`src/rtl/mhbs_pkg.sv`:
```
// Shared types and constants for the mail header/body splitter.
// No dependencies.
package mhbs_pkg;

    localparam logic [7:0] CH_LF = 8'h0A;
    localparam logic [7:0] CH_CR = 8'h0D;

    localparam int CFG_ADDR_W = 4;
    localparam int CFG_DATA_W = 32;
    localparam int HDR_MAX_W  = 16;

    typedef enum logic [2:0] {
        VERDICT_NONE   = 3'd0,
        VERDICT_LF     = 3'd1,
        VERDICT_CRLF   = 3'd2,
        VERDICT_CR     = 3'd3,
        VERDICT_BUDGET = 3'd4,
        VERDICT_END    = 3'd5
    } verdict_t;

    // Register word index (byte address / 4)
    typedef enum logic [1:0] {
        REG_MAX_HEADER_BYTES = 2'd0,
        REG_SKIP_HEADERS     = 2'd1,
        REG_SKIP_BODY        = 2'd2
    } reg_idx_t;

    // break_run codes: no break, CR after text, line break seen
    localparam logic [1:0] RUN_NONE  = 2'd0;
    localparam logic [1:0] RUN_CR    = 2'd1;
    localparam logic [1:0] RUN_BREAK = 2'd2;

endpackage

```
`src/rtl/mail_header_body_splitter_core.sv`:
```
// Mail header/body splitter: marks header window bytes and reports how the
// window closed. Depends on mhbs_pkg.
//
// Usage:
//   Input channel s_*: one word per message byte, or a stream-end word
//   (s_stream_end = 1, byte ignored). Result channel m_*: exactly one word
//   per input word, in order, with out_byte, byte_valid, byte_held, verdict
//   and drop_held.
//   Configuration over APB at 0x0 (max_header_bytes), 0x4 (skip_headers),
//   0x8 (skip_body); pready is tied high; write only while idle.
//   The result is registered and becomes valid in the cycle after the input is accepted.
//   Throughput: 1 word per cycle while m_ready stays high. The state update is
//   one compare and increment of the held-byte counter, done in the accept
//   cycle; the result register is refilled in the same cycle it drains.
//   Reset (aresetn low, synchronous): config registers and the held-byte count clear,
//   the splitter returns to header search, the result register empties.
//   A stalled receiver (m_ready low) holds the result and drops s_ready
//   once the result register is full; nothing is lost.
//   After a stream-end word the splitter rearms for the next message.
module mail_header_body_splitter_core #(
    parameter int BUDGET_BITS = 16
) (
    input  logic                                aclk,
    input  logic                                aresetn,
    // APB configuration
    input  logic                                psel,
    input  logic                                penable,
    input  logic                                pwrite,
    input  logic [mhbs_pkg::CFG_ADDR_W-1:0]     paddr,
    input  logic [mhbs_pkg::CFG_DATA_W-1:0]     pwdata,
    output logic [mhbs_pkg::CFG_DATA_W-1:0]     prdata,
    output logic                                pready,
    // input words
    input  logic                                s_valid,
    output logic                                s_ready,
    input  logic [7:0]                          s_data_byte,
    input  logic                                s_stream_end,
    // result words
    output logic                                m_valid,
    input  logic                                m_ready,
    output logic [7:0]                          m_out_byte,
    output logic                                m_byte_valid,
    output logic                                m_byte_held,
    output logic [2:0]                          m_verdict,
    output logic                                m_drop_held
);
    import mhbs_pkg::*;

    // configuration registers
    logic [HDR_MAX_W-1:0] max_hdr_reg;
    logic                 skip_hdr_reg;
    logic                 skip_body_reg;

    // splitter state
    logic                   in_body_reg,    in_body_next;
    logic [1:0]             break_run_reg,  break_run_next;
    logic                   pending_cr_reg, pending_cr_next;
    logic [BUDGET_BITS-1:0] held_cnt_reg,   held_cnt_next;

    // result register
    logic       m_valid_reg;
    logic [7:0] out_byte_reg,   out_byte_next;
    logic       byte_valid_reg, byte_valid_next;
    logic       byte_held_reg,  byte_held_next;
    verdict_t   verdict_reg,    verdict_next;
    logic       drop_reg,       drop_next;

    logic                   cfg_wr;
    reg_idx_t               cfg_idx;
    logic [31:0]            budget_wide;
    logic [BUDGET_BITS-1:0] budget;
    logic                   s_accept;

    assign pready  = 1'b1;
    assign cfg_wr  = psel && penable && pwrite;
    assign cfg_idx = reg_idx_t'(paddr[3:2]);

    always_ff @(posedge aclk) begin
        if (!aresetn) begin
            max_hdr_reg   <= '0;
            skip_hdr_reg  <= 1'b0;
            skip_body_reg <= 1'b0;
        end else if (cfg_wr) begin
            unique case (cfg_idx)
                REG_MAX_HEADER_BYTES: max_hdr_reg   <= pwdata[HDR_MAX_W-1:0];
                REG_SKIP_HEADERS:     skip_hdr_reg  <= pwdata[0];
                REG_SKIP_BODY:        skip_body_reg <= pwdata[0];
                default: ;
            endcase
        end
    end

    always_comb begin
        unique case (cfg_idx)
            REG_MAX_HEADER_BYTES: prdata = {{(CFG_DATA_W-HDR_MAX_W){1'b0}}, max_hdr_reg};
            REG_SKIP_HEADERS:     prdata = {{(CFG_DATA_W-1){1'b0}}, skip_hdr_reg};
            REG_SKIP_BODY:        prdata = {{(CFG_DATA_W-1){1'b0}}, skip_body_reg};
            default:              prdata = '0;
        endcase
    end

    // budget seen at BUDGET_BITS wide (truncate or zero-extend the register)
    assign budget_wide = {{(32-HDR_MAX_W){1'b0}}, max_hdr_reg};
    assign budget      = budget_wide[BUDGET_BITS-1:0];

    assign s_ready  = !m_valid_reg || m_ready;
    assign s_accept = s_valid && s_ready;

    always_comb begin
        in_body_next    = in_body_reg;
        break_run_next  = break_run_reg;
        pending_cr_next = pending_cr_reg;
        held_cnt_next   = held_cnt_reg;
        out_byte_next   = s_data_byte;
        byte_valid_next = 1'b0;
        byte_held_next  = 1'b0;
        verdict_next    = VERDICT_NONE;
        drop_next       = 1'b0;

        if (s_stream_end) begin
            out_byte_next = 8'h00;
            if (!in_body_reg) begin
                if (pending_cr_reg) begin
                    verdict_next = VERDICT_CR;
                    drop_next    = skip_hdr_reg;
                end else begin
                    verdict_next = VERDICT_END;
                    drop_next    = skip_body_reg;
                end
            end
            // rearm for next message
            in_body_next    = 1'b0;
            break_run_next  = RUN_BREAK;
            pending_cr_next = 1'b0;
            held_cnt_next   = '0;
        end else if (in_body_reg) begin
            byte_valid_next = !skip_body_reg;
        end else if (held_cnt_reg >= budget) begin
            // budget hit (or lowered) before this byte: byte is body
            verdict_next    = VERDICT_BUDGET;
            drop_next       = skip_body_reg;
            byte_valid_next = !skip_body_reg;
            in_body_next    = 1'b1;
            pending_cr_next = 1'b0;
        end else if (pending_cr_reg) begin
            pending_cr_next = 1'b0;
            in_body_next    = 1'b1;
            drop_next       = skip_hdr_reg;
            if (s_data_byte == CH_LF) begin
                verdict_next    = VERDICT_CRLF;
                byte_held_next  = 1'b1;
                byte_valid_next = 1'b1;
                held_cnt_next   = held_cnt_reg + 1'b1;
            end else begin
                // pending CR not followed by LF: this byte opens the body
                verdict_next    = VERDICT_CR;
                byte_valid_next = !skip_body_reg;
            end
        end else begin
            byte_held_next  = 1'b1;
            byte_valid_next = 1'b1;
            held_cnt_next   = held_cnt_reg + 1'b1;
            if (s_data_byte == CH_LF) begin
                if (break_run_reg == RUN_BREAK) begin
                    verdict_next = VERDICT_LF;
                    drop_next    = skip_hdr_reg;
                    in_body_next = 1'b1;
                end
                break_run_next = RUN_BREAK;
            end else if (s_data_byte == CH_CR) begin
                if (break_run_reg != RUN_NONE) begin
                    pending_cr_next = 1'b1;
                end else begin
                    break_run_next = RUN_CR;
                end
            end else begin
                break_run_next = RUN_NONE;
            end
            // byte that fills the budget; a waiting CR is abandoned
            if (!in_body_next && held_cnt_next >= budget) begin
                verdict_next    = VERDICT_BUDGET;
                drop_next       = skip_body_reg;
                in_body_next    = 1'b1;
                pending_cr_next = 1'b0;
            end
        end
    end

    always_ff @(posedge aclk) begin
        if (!aresetn) begin
            in_body_reg    <= 1'b0;
            break_run_reg  <= RUN_BREAK;
            pending_cr_reg <= 1'b0;
            held_cnt_reg   <= '0;
            m_valid_reg    <= 1'b0;
        end else begin
            if (s_accept) begin
                in_body_reg    <= in_body_next;
                break_run_reg  <= break_run_next;
                pending_cr_reg <= pending_cr_next;
                held_cnt_reg   <= held_cnt_next;
                m_valid_reg    <= 1'b1;
            end else if (m_ready) begin
                m_valid_reg    <= 1'b0;
            end
        end
    end

    always_ff @(posedge aclk) begin
        if (s_accept) begin
            out_byte_reg   <= out_byte_next;
            byte_valid_reg <= byte_valid_next;
            byte_held_reg  <= byte_held_next;
            verdict_reg    <= verdict_next;
            drop_reg       <= drop_next;
        end
    end

    assign m_valid      = m_valid_reg;
    assign m_out_byte   = out_byte_reg;
    assign m_byte_valid = byte_valid_reg;
    assign m_byte_held  = byte_held_reg;
    assign m_verdict    = verdict_reg;
    assign m_drop_held  = drop_reg;

endmodule
```
`config.mk`:
```
export PLATFORM = sky130hd
export DESIGN_NAME = mail_header_body_splitter_core
export DESIGN_NICKNAME = d
export VERILOG_FILES = /design/src/rtl/mhbs_pkg.sv /design/src/rtl/mail_header_body_splitter_core.sv
export SDC_FILE = /design/constraint.sdc
export NUM_CORES = 1
export LEC_CHECK = 0
export BUFFER_PORTS_ARGS = -buffer_cell sky130_fd_sc_hd__buf_2
export CAP_MARGIN = 40
export CORE_ASPECT_RATIO = 0.7
export CORE_MARGIN = 1.5
export CORE_UTILIZATION = 50
export CTS_CLUSTER_DIAMETER = 120
export DETAILED_ROUTE_END_ITERATION = 8
export PLACE_DENSITY_LB_ADDON = 0.25
export SLEW_MARGIN = 25
export SYNTH_ARGS = -nofsm -noshare
export SYNTH_HDL_FRONTEND = slang
export SYNTH_SLANG_ARGS = --single-unit
export TNS_END_PERCENT = 1
```
`constraint.sdc`:
```
create_clock -name aclk -period 2.9 [get_ports aclk]
set_input_delay 0.58 -clock aclk [delete_from_list [all_inputs] [get_ports aclk]]
set_output_delay 0.58 -clock aclk [all_outputs]
set_load 0.05 [all_outputs]
```
==> results of run 1 <==
[where the power goes]
part           switching (mW)  internal (mW)
sequential            0.00857          0.781
combinational           0.233         0.0813
clock                   0.279          0.177
total                   0.520           1.04
[stage by stage]
step	instance area [µm²]	util	cells	TNS, ns	hold WS (ns)
after global routing	4240	0.619	598	-0.294	0.481
after global placement	4030	0.588	584	-0.0116	0.441
after floorplan	3640	-	438	0	0.436
after detailed placement	4050	0.591	585	-0.0127	0.448
after CTS	4200	0.613	597	0	0.464
final	4240	0.619	598	-0.0218	0.460
[worst min-delay path, cell delays in order, from the launching register on]
cell and delay, ns:
dfxtp_1 0.32, nand2_1 0.05, a21oi_1 0.05
[worst paths after layout]
check,startpoint,end,slack [ns],cells past startpoint
max,held_cnt_reg[1]$_SDFFE_PN0P_,m_drop_held$_DFFE_PP_,-0.01,12
min,budget[6]$_SDFFE_PN0P_,budget[6]$_SDFFE_PN0P_,0.46,2
max reg2reg,held_cnt_reg[1]$_SDFFE_PN0P_,m_drop_held$_DFFE_PP_,-0.01,12
min reg2reg,budget[6]$_SDFFE_PN0P_,budget[6]$_SDFFE_PN0P_,0.46,2
[routing by layer]
metal  share of wire  track usage
met1            0.49        0.330
met2            0.45        0.380
met3           0.051       0.0382
met4          0.0092       0.0417
met5               0            0
[synth_stat cells (6+ instances only)]
library cell	count	share of area
nand2_1	44	0.046
ha_1	33	0.12
nor2_1	11	0.012
o21ai_0	7	0.0098
edfxtp_1	14	0.12
nor2b_1	8	0.014
a21oi_1	45	0.063
xnor2_1	8	0.020
clkbuf_1	14	0.015
o211ai_1	6	0.013
inv_1	30	0.031
and3_1	7	0.012
nor3_1	21	0.029
xor2_1	6	0.015
o21ai_1	11	0.015
dfxtp_1	39	0.22
buf_4	17	0.036
nand4_1	18	0.031
nand3_1	13	0.018
[cell families (layout without fill, tap and decap cells)]
kind of cell / Yosys count / in the layout / share of synthesized area
simple gates: 145 / 145 / 0.217
compound gates: 105 / 105 / 0.190
buf+inv: 68 / 134 / 0.0981
flops: 53 / 53 / 0.335
fa+ha+maj: 33 / 33 / 0.115
xor+xnor: 14 / 14 / 0.0342
mux: 3 / 3 / 0.00838
other cells: 2 / 17 / 0.00210
[cell type report]
| class | count | share of cell area |
|---|---|---|
| Clock buffer | 5 | 0.0162 |
| Clock inverter | 3 | 0.00590 |
| Tap cell | 94 | 0.0277 |
| Multi-Input combinational cell | 317 | 0.506 |
| Sequential cell | 53 | 0.284 |
| Inverter | 30 | 0.0266 |
| Timing Repair Buffer | 96 | 0.133 |
[timing repair]
| action | CTS | global route |
|---|---|---|
| resized for setup | 7 | 6 |
| pin swaps | 10 | 6 |
| setup endpoints to repair | 1 | 4 |
| buffers inserted | 4 | 1 |
==> reports/qor.csv, run 1 <==
stage;metric;value;unit
status;status;complete, but fails checks;
status;violated checks;negative setup slack;
global_route;vias in the first global route;2959;
logic_synthesis;Yosys cell types;59;
placement;pre-CTS WS;-0.0127;ns
logic_synthesis;warning count from the yosys run;0;
route;DR pass1 iterations;5;
power;total power;1.56;mW
cells_and_area;Layout area overhead;18.3;%
clock_network;clk slew on worst S/H paths;0.11;ns
cells_and_area;Filler cells;623;
logic_synthesis;Synth Instances;423;
cells_and_area;diode count;0;
floorplanning;die height;73.8;µm
sta;setup violators final;2;
clock_network;CTS tree;done;
worst_setup_path;Critical Path Sink Type;flop;
route;detailed-route via count;3339;
route;number of vias per cell;5.58;
global_route;initial antenna violation count;0;
worst_setup_path;Req. time, crit path;2.98;ns
sta;crit path time final;2.91;ns
placement;Port-buffer cells;65;
logic_synthesis;Post-synth EDFFs;14;
route;final WL;9050;µm
route;drt wl/cell;15.1;µm
worst_setup_path;Worst Path Arrival;3.00;ns
global_route;total gr overflow;0;
sta;final worst slack;-0.0142;ns
clock_network;clk_lat worst skew;0.32;ns
worst_setup_path;slowest cell delay on critical path;0.37;ns
floorplanning;Initial Utilization;0.523;
sta;Worst-Margin Slew;0.704;ns
global_route;gr usage total;0.233;
floorplanning;die area;0.00769;mm²
power;worst vdd ir;0.000186;V
global_route;largest net degree at the start of global routing;22;
placement;Placer Congestion;0.876;
clock_network;CTS Hold Bufs;0;
clock_network;cts bufs inserted;5;
worst_setup_path;crit path launch type;flop;
power;P_leak;1.77;nW
sta;Slew Limit Fails;0;
route;number of DRC markers in iteration 0;185;
clock_network;Clock Sink Count;53;
logic_synthesis;mapped cell area;0.00358;mm²
floorplanning;io pins;101;
worst_setup_path;Top delay family on crit path;simple AND/OR/NAND/NOR gates;
min_path;HP Class;reg2reg;
route;antenna-violating nets left;0;
cells_and_area;layout cell share with drive strength beyond 1;0.252;
logic_synthesis;Main synth FF type;dfxtp_1;
floorplanning;row count;25;
sta;RSZ-0062 raised after global routing;true;
global_route;first-pass GRT wire length;14200;µm
logic_synthesis;Async S/R FF share, synth;0;
logic_synthesis;syn_area_per_cell;8.47;µm²
run;Max Cap Viol;0;
power;total power density per cell area;368;mW/mm²
cells_and_area;area of the multi-input gates;0.00215;mm²
logic_synthesis;Synth Register Bits;53;
worst_setup_path;type of the worst setup path;reg2reg;
cells_and_area;commonest non-fill, non-tap cell in the layout;buf_2;
cells_and_area;Nets;588;
cells_and_area;Register Area;0.00120;mm²
clock_network;H-tree Lvls;2;
sta;final worst path period share;1.00;
worst_setup_path;crit path cell chain;ha_4 > nand4_1 > nor3_2 > buf_4 > xnor2_1 > ha_1 > and4_1 > a31oi_1 > o211ai_1 > o31ai_1 > and2_1 > o32ai_2;
clock_network;CTS max path bufs;2;
sta;Clock Skews;0.0143;ns
worst_setup_path;Max FO, Critical Path;4;
floorplanning;core area;0.00685;mm²
logic_synthesis;sequential area share after synthesis;0.335;
worst_setup_path;slowest library cell on the worst path;dfxtp_2;
clock_network;Root Buffer;clkbuf_8;
route;Residual DRC;0;
cells_and_area;leading cell types in the layout, fill and taps excluded;buf_2 (65), a21oi_1 (45), nand2_1 (43), dfxtp_1 (37), ha_1 (32);
placement;post-DP HPWL;6800;µm
floorplanning;Die Width;104;µm
sta;fmax;0.343;GHz
sta;Final Hold Fails;0;
worst_setup_path;Buf/Inv on CP;1;
sta;Max-slew headroom;0.530;
Note: power is estimated with default switching activity, not from simulation.
==> run 2: changes to the inputs <==
--- a/config.mk
+++ b/config.mk
@@ -7,9 +7,11 @@
 export LEC_CHECK = 0
 export BUFFER_PORTS_ARGS = -buffer_cell sky130_fd_sc_hd__buf_2
 export CAP_MARGIN = 40
+export CELL_PAD_IN_SITES_DETAIL_PLACEMENT = 1
+export CELL_PAD_IN_SITES_GLOBAL_PLACEMENT = 1
 export CORE_ASPECT_RATIO = 0.7
 export CORE_MARGIN = 1.5
-export CORE_UTILIZATION = 50
+export CORE_UTILIZATION = 39
 export CTS_CLUSTER_DIAMETER = 120
 export DETAILED_ROUTE_END_ITERATION = 8
 export PLACE_DENSITY_LB_ADDON = 0.25
==> run 2 against run 1 <==
Net effect:
- the flow now finishes without violations
- highest routed layer unchanged
- largest cell class unchanged
- wire length up 19%
- sequential share of layout area fell by 0.66 points
- non-clock buffer count grew 4
- critical path type unchanged
- first-iteration DRC count fell by 11%
- sequential cell count unchanged
==> reports/qor.csv, run 2 (synthesized netlist as in run 1, its figures left out) <==
stage;metric;value;unit;change
status;status;complete, no violations;;
global_route;total gr overflow;0;;unchanged
sta;Final Hold Fails;0;;unchanged
min_path;HP Class;reg2reg;;
cells_and_area;layout cell share with drive strength beyond 1;0.256;;+0.00392
sta;Clock Skews;0.00833;ns;-0.00598 ns
cells_and_area;leading cell types in the layout, fill and taps excluded;buf_2 (65), a21oi_1 (45), nand2_1 (44), dfxtp_1 (37), buf_4 (35);;
run;Max Cap Viol;0;;unchanged
route;DR pass1 iterations;4;;-1
power;worst vdd ir;0.000241;V;+30%
floorplanning;die area;0.00978;mm²;+27%
cells_and_area;Nets;592;;+0.68%
route;number of DRC markers in iteration 0;164;;-11%
clock_network;clk_lat worst skew;0.31;ns;about the same
clock_network;Root Buffer;clkbuf_16;;
power;combinational power share;0.183;;-0.018
sta;post-route setup TNS;0;ns;+0.0218 ns
sta;fmax;0.351;GHz;+2.4%
route;Residual DRC;0;;unchanged
power;Pint;1.19;mW;+14%
route;antenna-violating nets left;0;;unchanged
floorplanning;Die Width;118;µm;+13%
route;final WL;10800;µm;+19%
worst_setup_path;Worst Path Arrival;3.01;ns;about the same
worst_setup_path;Critical Path Sink Type;flop;;
cells_and_area;diode count;0;;unchanged
worst_setup_path;type of the worst setup path;reg2reg;;
min_path;hold depth;2;;unchanged
sta;final worst path period share;0.982;;-0.0234
placement;Placer Congestion;0.811;;-7.4%
clock_network;clk slew on worst S/H paths;0.08;ns;-0.03 ns
power;NetSw;0.556;mW;+7.0%
power;P_leak;1.81;nW;+2.0%
floorplanning;die height;83.2;µm;+13%
clock_network;CTS Hold Bufs;0;;unchanged
global_route;first-pass GRT wire length;17500;µm;+24%
cells_and_area;commonest non-fill, non-tap cell in the layout;buf_2;;
power;total power density per cell area;402;mW/mm²;+9.3%
cells_and_area;fin area;0.00434;mm²;+2.4%
placement;post-DP HPWL;8230;µm;+21%
sta;Slew Limit Fails;0;;unchanged
floorplanning;row count;29;;+16%
worst_setup_path;crit path launch type;flop;;
power;Switching Fraction;0.319;;-0.0148
worst_setup_path;Max FO, Critical Path;5;;+1
sta;crit path time final;2.85;ns;-0.0678 ns
cells_and_area;Filler cells;1136;;+82%
worst_setup_path;Req. time, crit path;3.06;ns;+0.08 ns
clock_network;Clock Sink Count;53;;unchanged
global_route;initial antenna violation count;0;;unchanged
placement;Port-buffer cells;65;;unchanged
route;detailed-route via count;3391;;+1.6%
clock_network;cts bufs inserted;5;;unchanged
sta;setup violators final;0;;-2
floorplanning;Initial Utilization;0.398;;-0.125
sta;RSZ-0062 raised after global routing;true;;
route;drt wl/cell;17.1;µm;+13%
placement;Post-DP Area;0.00413;mm²;+2.0%
worst_setup_path;FF-to-FF path depth;12;;unchanged
clock_network;H-tree Lvls;2;;unchanged
sta;Worst-Margin Slew;0.805;ns;+0.100 ns
clock_network;CTS max path bufs;2;;unchanged
power;sequential share of power;0.453;;-0.053
global_route;gr usage total;0.227;;-0.00551
cells_and_area;Layout area overhead;21.2;%;
power;Clock power frac;0.364;;+0.072
floorplanning;io pins;101;;unchanged
clock_network;CTS tree;done;;
global_route;largest net degree at the start of global routing;22;;unchanged
global_route;vias in the first global route;3395;;+15%
sta;Max-slew headroom;0.462;;-0.0680
floorplanning;core area;0.00900;mm²;+31%
route;number of vias per cell;5.37;;-3.9%
## run 2: cell count changes in the layout (fill, tap and decap cells not counted), sizes merged
| cell | before | now |
|---|---|---|
| buf | 96 | 100 |
| clkinv | 0 | 2 |
| clkinvlp | 1 | 0 |
| inv | 32 | 31 |
## run 2: what timing repair did
item                                    4_1_cts  5_1_grt
gates resized for setup                       7        3
buffers inserted                              3        0
pin swaps                                    10        7
endpoints found under the setup margin        2        5
## run 2: cell type report
cell class / instances / area, µm² / share of cell area
clock buffer: 5 / 125 / 0.0288
clock inverter: 3 / 26.3 / 0.00605
inverter: 30 / 113 / 0.0259
multi-input combinational: 317 / 2130 / 0.491
sequential: 53 / 1200 / 0.277
tap: 124 / 155 / 0.0357
timing repair buffer: 100 / 588 / 0.135
## run 2: final timing paths
kind,slack (ns),to,from
min reg2reg,0.46,budget[3]$_SDFFE_PN0P_,budget[3]$_SDFFE_PN0P_
max reg2reg,0.05,m_verdict[2]$_DFFE_PP_,held_cnt_reg[0]$_SDFFE_PN0P_
max,0.05,m_verdict[2]$_DFFE_PP_,held_cnt_reg[0]$_SDFFE_PN0P_
min,0.46,budget[3]$_SDFFE_PN0P_,budget[3]$_SDFFE_PN0P_
## run 2: metrics by stage
stage,hold slack [ns],setup slack [ns],power [mW],util,cells
4_1_cts,0.459,-0.0207,1.76,0.481,632
6_report,0.455,0.0536,1.74,0.482,632
5_1_grt,0.471,-0.120,1.81,0.482,632
3_3_place_gp,0.441,-0.0524,1.11,0.458,621
3_5_place_dp,0.448,-0.103,1.12,0.458,621
2_1_floorplan,0.436,0.179,1.06,-,438
## run 2: metal layers
layer | GRT usage | share of wire | vias to the layer above
li1 | - | - | 1655
met1 | 0.311 | 0.48 | 1665
met2 | 0.367 | 0.46 | 65
met3 | 0.0549 | 0.051 | 6
met4 | 0.0455 | 0.0053 | 0
met5 | 0 | 0 | -
## run 2: power by group through the flow
stage	Sequential (mW)	Clock, mW	Combinational (mW)
4_1_cts	0.790	0.650	0.315
3_3_place_gp	0.805	0	0.306
6_report	0.790	0.636	0.319
5_1_grt	0.792	0.676	0.343
3_5_place_dp	0.807	0	0.314
2_1_floorplan	0.854	0	0.201
## run 2: worst max-delay path, stage by stage (launching register included)
cell	delay, ns
dfxtp_2	0.36
buf_4	0.14
nand2_1	0.13
nor3_2	0.18
buf_4	0.15
nand4_1	0.15
xnor2_2	0.19
ha_1	0.33
nand4_1	0.21
nor3b_1	0.44
o31ai_2	0.14
and2_4	0.16
a21oi_1	0.13
==> run 3: changes to the inputs <==
--- a/config.mk
+++ b/config.mk
@@ -11,10 +11,11 @@
 export CELL_PAD_IN_SITES_GLOBAL_PLACEMENT = 1
 export CORE_ASPECT_RATIO = 0.7
 export CORE_MARGIN = 1.5
-export CORE_UTILIZATION = 39
+export CORE_UTILIZATION = 35
 export CTS_CLUSTER_DIAMETER = 120
 export DETAILED_ROUTE_END_ITERATION = 8
 export PLACE_DENSITY_LB_ADDON = 0.25
+export SKIP_CTS_REPAIR_TIMING = 1
 export SLEW_MARGIN = 25
 export SYNTH_ARGS = -nofsm -noshare
 export SYNTH_HDL_FRONTEND = slang
==> constraint.sdc (replaced) <==
create_clock -name aclk -period 2.28 [get_ports aclk]
set_input_delay 0.456 -clock aclk [delete_from_list [all_inputs] [get_ports aclk]]
set_output_delay 0.456 -clock aclk [all_outputs]
set_load 0.1 [all_outputs]
==> run 3 against run 2 <==
Net effect:
- the flow now finishes with violations (negative setup slack)
- non-clock buffer count grew 36
- critical path type unchanged
- cell count grew 6.3%
- fmax shrank 1.7%
- register-to-register slack lost 0.67 ns
- setup slack lost 0.67 ns
- combinational power grew 87%
==> reports/qor.csv, run 3 (synthesized netlist as in run 1, its figures left out) <==
stage;metric;value;unit;change
placement;placed insts;663;;+6.8%
cells_and_area;Register Area;0.00121;mm²;+0.21%
route;drt wl/cell;17.5;µm;+2.5%
worst_setup_path;slowest cell delay on critical path;0.35;ns;-0.09 ns
cells_and_area;Nets;628;;+6.1%
worst_setup_path;worst r2r src;held_cnt_reg[8]$_SDFFE_PN0P_;;
status;violated checks;negative setup slack;;
placement;Placer Congestion;0.825;;+1.8%
clock_network;clk slew on worst S/H paths;0.07;ns;about the same
route;detailed-route via count;3566;;+5.2%
worst_setup_path;FF-to-FF End;m_verdict[2]$_DFFE_PP_;;
sta;crit path time final;2.90;ns;+0.0487 ns
status;status;complete, but fails checks;;
floorplanning;Die Width;124;µm;+5.4%
sta;Max-slew headroom;0.526;;+0.0638
global_route;vias in the first global route;3574;;+5.3%
power;worst vdd ir;0.000303;V;+26%
placement;post-DP HPWL;9070;µm;+10%
worst_setup_path;crit path cell chain;nand4_1 > nor2_1 > nand4_1 > xnor2_2 > ha_1 > nand4_1 > buf_4 > o211ai_1 > o31ai_2 > and2_4 > a21oi_1;;
global_route;first-pass GRT wire length;18300;µm;+4.1%
sta;Clock Skews;0.00257;ns;-0.00576 ns
route;number of DRC markers in iteration 0;194;;+18%
floorplanning;Initial Utilization;0.364;;-0.0338
sta;Worst-Margin Slew;0.711;ns;-0.0940 ns
floorplanning;row count;30;;+3.4%
global_route;gr usage total;0.219;;-0.00821
cells_and_area;leading cell types in the layout, fill and taps excluded;buf_4 (68), buf_2 (64), nand2_1 (44), a21oi_1 (43), dfxtp_1 (37);;
floorplanning;die area;0.0109;mm²;+11%
worst_setup_path;slowest library cell on the worst path;dfxtp_1;;
placement;Port-buffer cells;65;;unchanged
sta;setup violators final;22;;+22
worst_setup_path;FF-to-FF path depth;11;;-1
clock_network;H-tree Lvls;2;;unchanged
floorplanning;core area;0.00983;mm²;+9.3%
sta;fmax;0.345;GHz;-1.7%
route;antenna-violating nets left;0;;unchanged
worst_setup_path;Critical Path Sink Type;flop;;
placement;Post-DP Area;0.00452;mm²;+9.7%
sta;final worst path period share;1.27;;+0.288
cells_and_area;fin area;0.00482;mm²;+11%
worst_setup_path;Top delay family on crit path;simple AND/OR/NAND/NOR gates;;
clock_network;CTS tree;done;;
run;Max Cap Viol;0;;unchanged
power;P_leak;2.03;nW;+12%
cells_and_area;diode count;0;;unchanged
global_route;initial antenna violation count;0;;unchanged
clock_network;clk_lat worst skew;0.30;ns;about the same
sta;Final Hold Fails;0;;unchanged
sta;post-route setup TNS;-3.39;ns;-3.39 ns
global_route;total gr overflow;0;;unchanged
worst_setup_path;crit path launch type;flop;;
cells_and_area;commonest non-fill, non-tap cell in the layout;buf_4;;
worst_setup_path;type of the worst setup path;reg2reg;;
route;Residual DRC;0;;unchanged
min_path;Hold Path End;budget[9]$_SDFFE_PN0P_;;
cells_and_area;Filler cells;1206;;+6.2%
sta;final worst slack;-0.615;ns;-0.669 ns
min_path;HP Class;in2reg;;
min_path;worst min-delay path startpoint;pwdata[9];;
worst_setup_path;Max FO, Critical Path;3;;-2
worst_setup_path;Buf/Inv on CP;1;;-1
sta;Slew Limit Fails;0;;unchanged
clock_network;CTS max path bufs;2;;unchanged
route;final WL;11800;µm;+9.0%
worst_setup_path;Req. time, crit path;2.33;ns;-0.73 ns
cells_and_area;layout cell share with drive strength beyond 1;0.358;;+0.103
global_route;largest net degree at the start of global routing;22;;unchanged
sta;RSZ-0062 raised after global routing;true;;
power;total power density per cell area;495;mW/mm²;+23%
clock_network;cts bufs inserted;5;;unchanged
cells_and_area;count of non-filler cells in the finished layout;672;;+6.3%
floorplanning;die height;87.6;µm;+5.4%
min_path;hold depth;3;;+1
worst_setup_path;Crit path depth;11;;-1
cells_and_area;area of the multi-input gates;0.00230;mm²;+8.2%
clock_network;Clock Sink Count;53;;unchanged
route;number of vias per cell;5.31;;-1.1%
route;DR pass1 iterations;4;;unchanged
floorplanning;io pins;101;;unchanged
cells_and_area;Layout area overhead;34.6;%;
worst_setup_path;Worst Path Arrival;2.95;ns;-0.06 ns
worst_setup_path;most frequent CP cell;nand4_1;;
clock_network;Root Buffer;clkbuf_16;;
worst_setup_path;R2R setup slack;-0.62;ns;-0.67 ns
## run 3: cell count changes in the layout (fill, tap and decap cells not counted), sizes merged
cell and change:
clkbuf +1, inv -1, buf +36, clkinv -2, clkinvlp +2
## run 3: cell type report
cell class,instances,share of cell area
multi-input combinational,317,0.478
sequential,53,0.250
timing repair buffer,136,0.185
tap,128,0.0332
clock buffer,6,0.0267
inverter,30,0.0234
clock inverter,2,0.00311
## run 3: power by group
| group | internal [mW] | leakage (nW) | switching (mW) |
|---|---|---|---|
| logic | 0.141 | 1.51 | 0.455 |
| registers | 0.992 | 0.455 | 0.0128 |
| clock network | 0.409 | 0.0631 | 0.377 |
## run 3: worst max-delay path by stage
stage	end	start
final	m_verdict[2]$_DFFE_PP_	held_cnt_reg[8]$_SDFFE_PN0P_
after CTS	m_drop_held$_DFFE_PP_	held_cnt_reg[1]$_SDFFE_PN0P_
after global placement	m_drop_held$_DFFE_PP_	held_cnt_reg[1]$_SDFFE_PN0P_
after floorplan	m_drop_held$_DFFE_PP_	held_cnt_reg[0]$_SDFFE_PN0P_
after global routing	m_drop_held$_DFFE_PP_	held_cnt_reg[5]$_SDFFE_PN0P_
after detailed placement	m_drop_held$_DFFE_PP_	held_cnt_reg[1]$_SDFFE_PN0P_
## run 3: through the flow
stage	total power, mW	hold WS (ns)	worst slack [ns]	util
after floorplan	1.48	0.436	-0.441	-
after global placement	1.59	0.444	-0.540	0.460
after detailed placement	1.60	0.451	-0.608	0.460
after CTS	2.38	0.381	-0.715	0.475
after global routing	2.48	0.398	-0.825	0.490
final	2.39	0.386	-0.615	0.490
## run 3: per-layer routing
| layer | track usage | wire [µm] | up-vias |
|---|---|---|---|
| met3 | 0.0391 | 616 | 11 |
| met5 | 0 | 0 | - |
| li1 | - | - | 1727 |
| met1 | 0.298 | 5470 | 1761 |
| met4 | 0.0475 | 121 | 0 |
| met2 | 0.366 | 5550 | 67 |
## run 3: worst register-to-register path, stage by stage, from the launching register on
cell      delay [ns]
dfxtp_1         0.35
nand4_1         0.24
nor2_1          0.34
nand4_1         0.22
xnor2_2         0.19
ha_1            0.31
nand4_1         0.17
buf_4           0.14
o211ai_1        0.14
o31ai_2         0.29
and2_4          0.20
a21oi_1         0.06
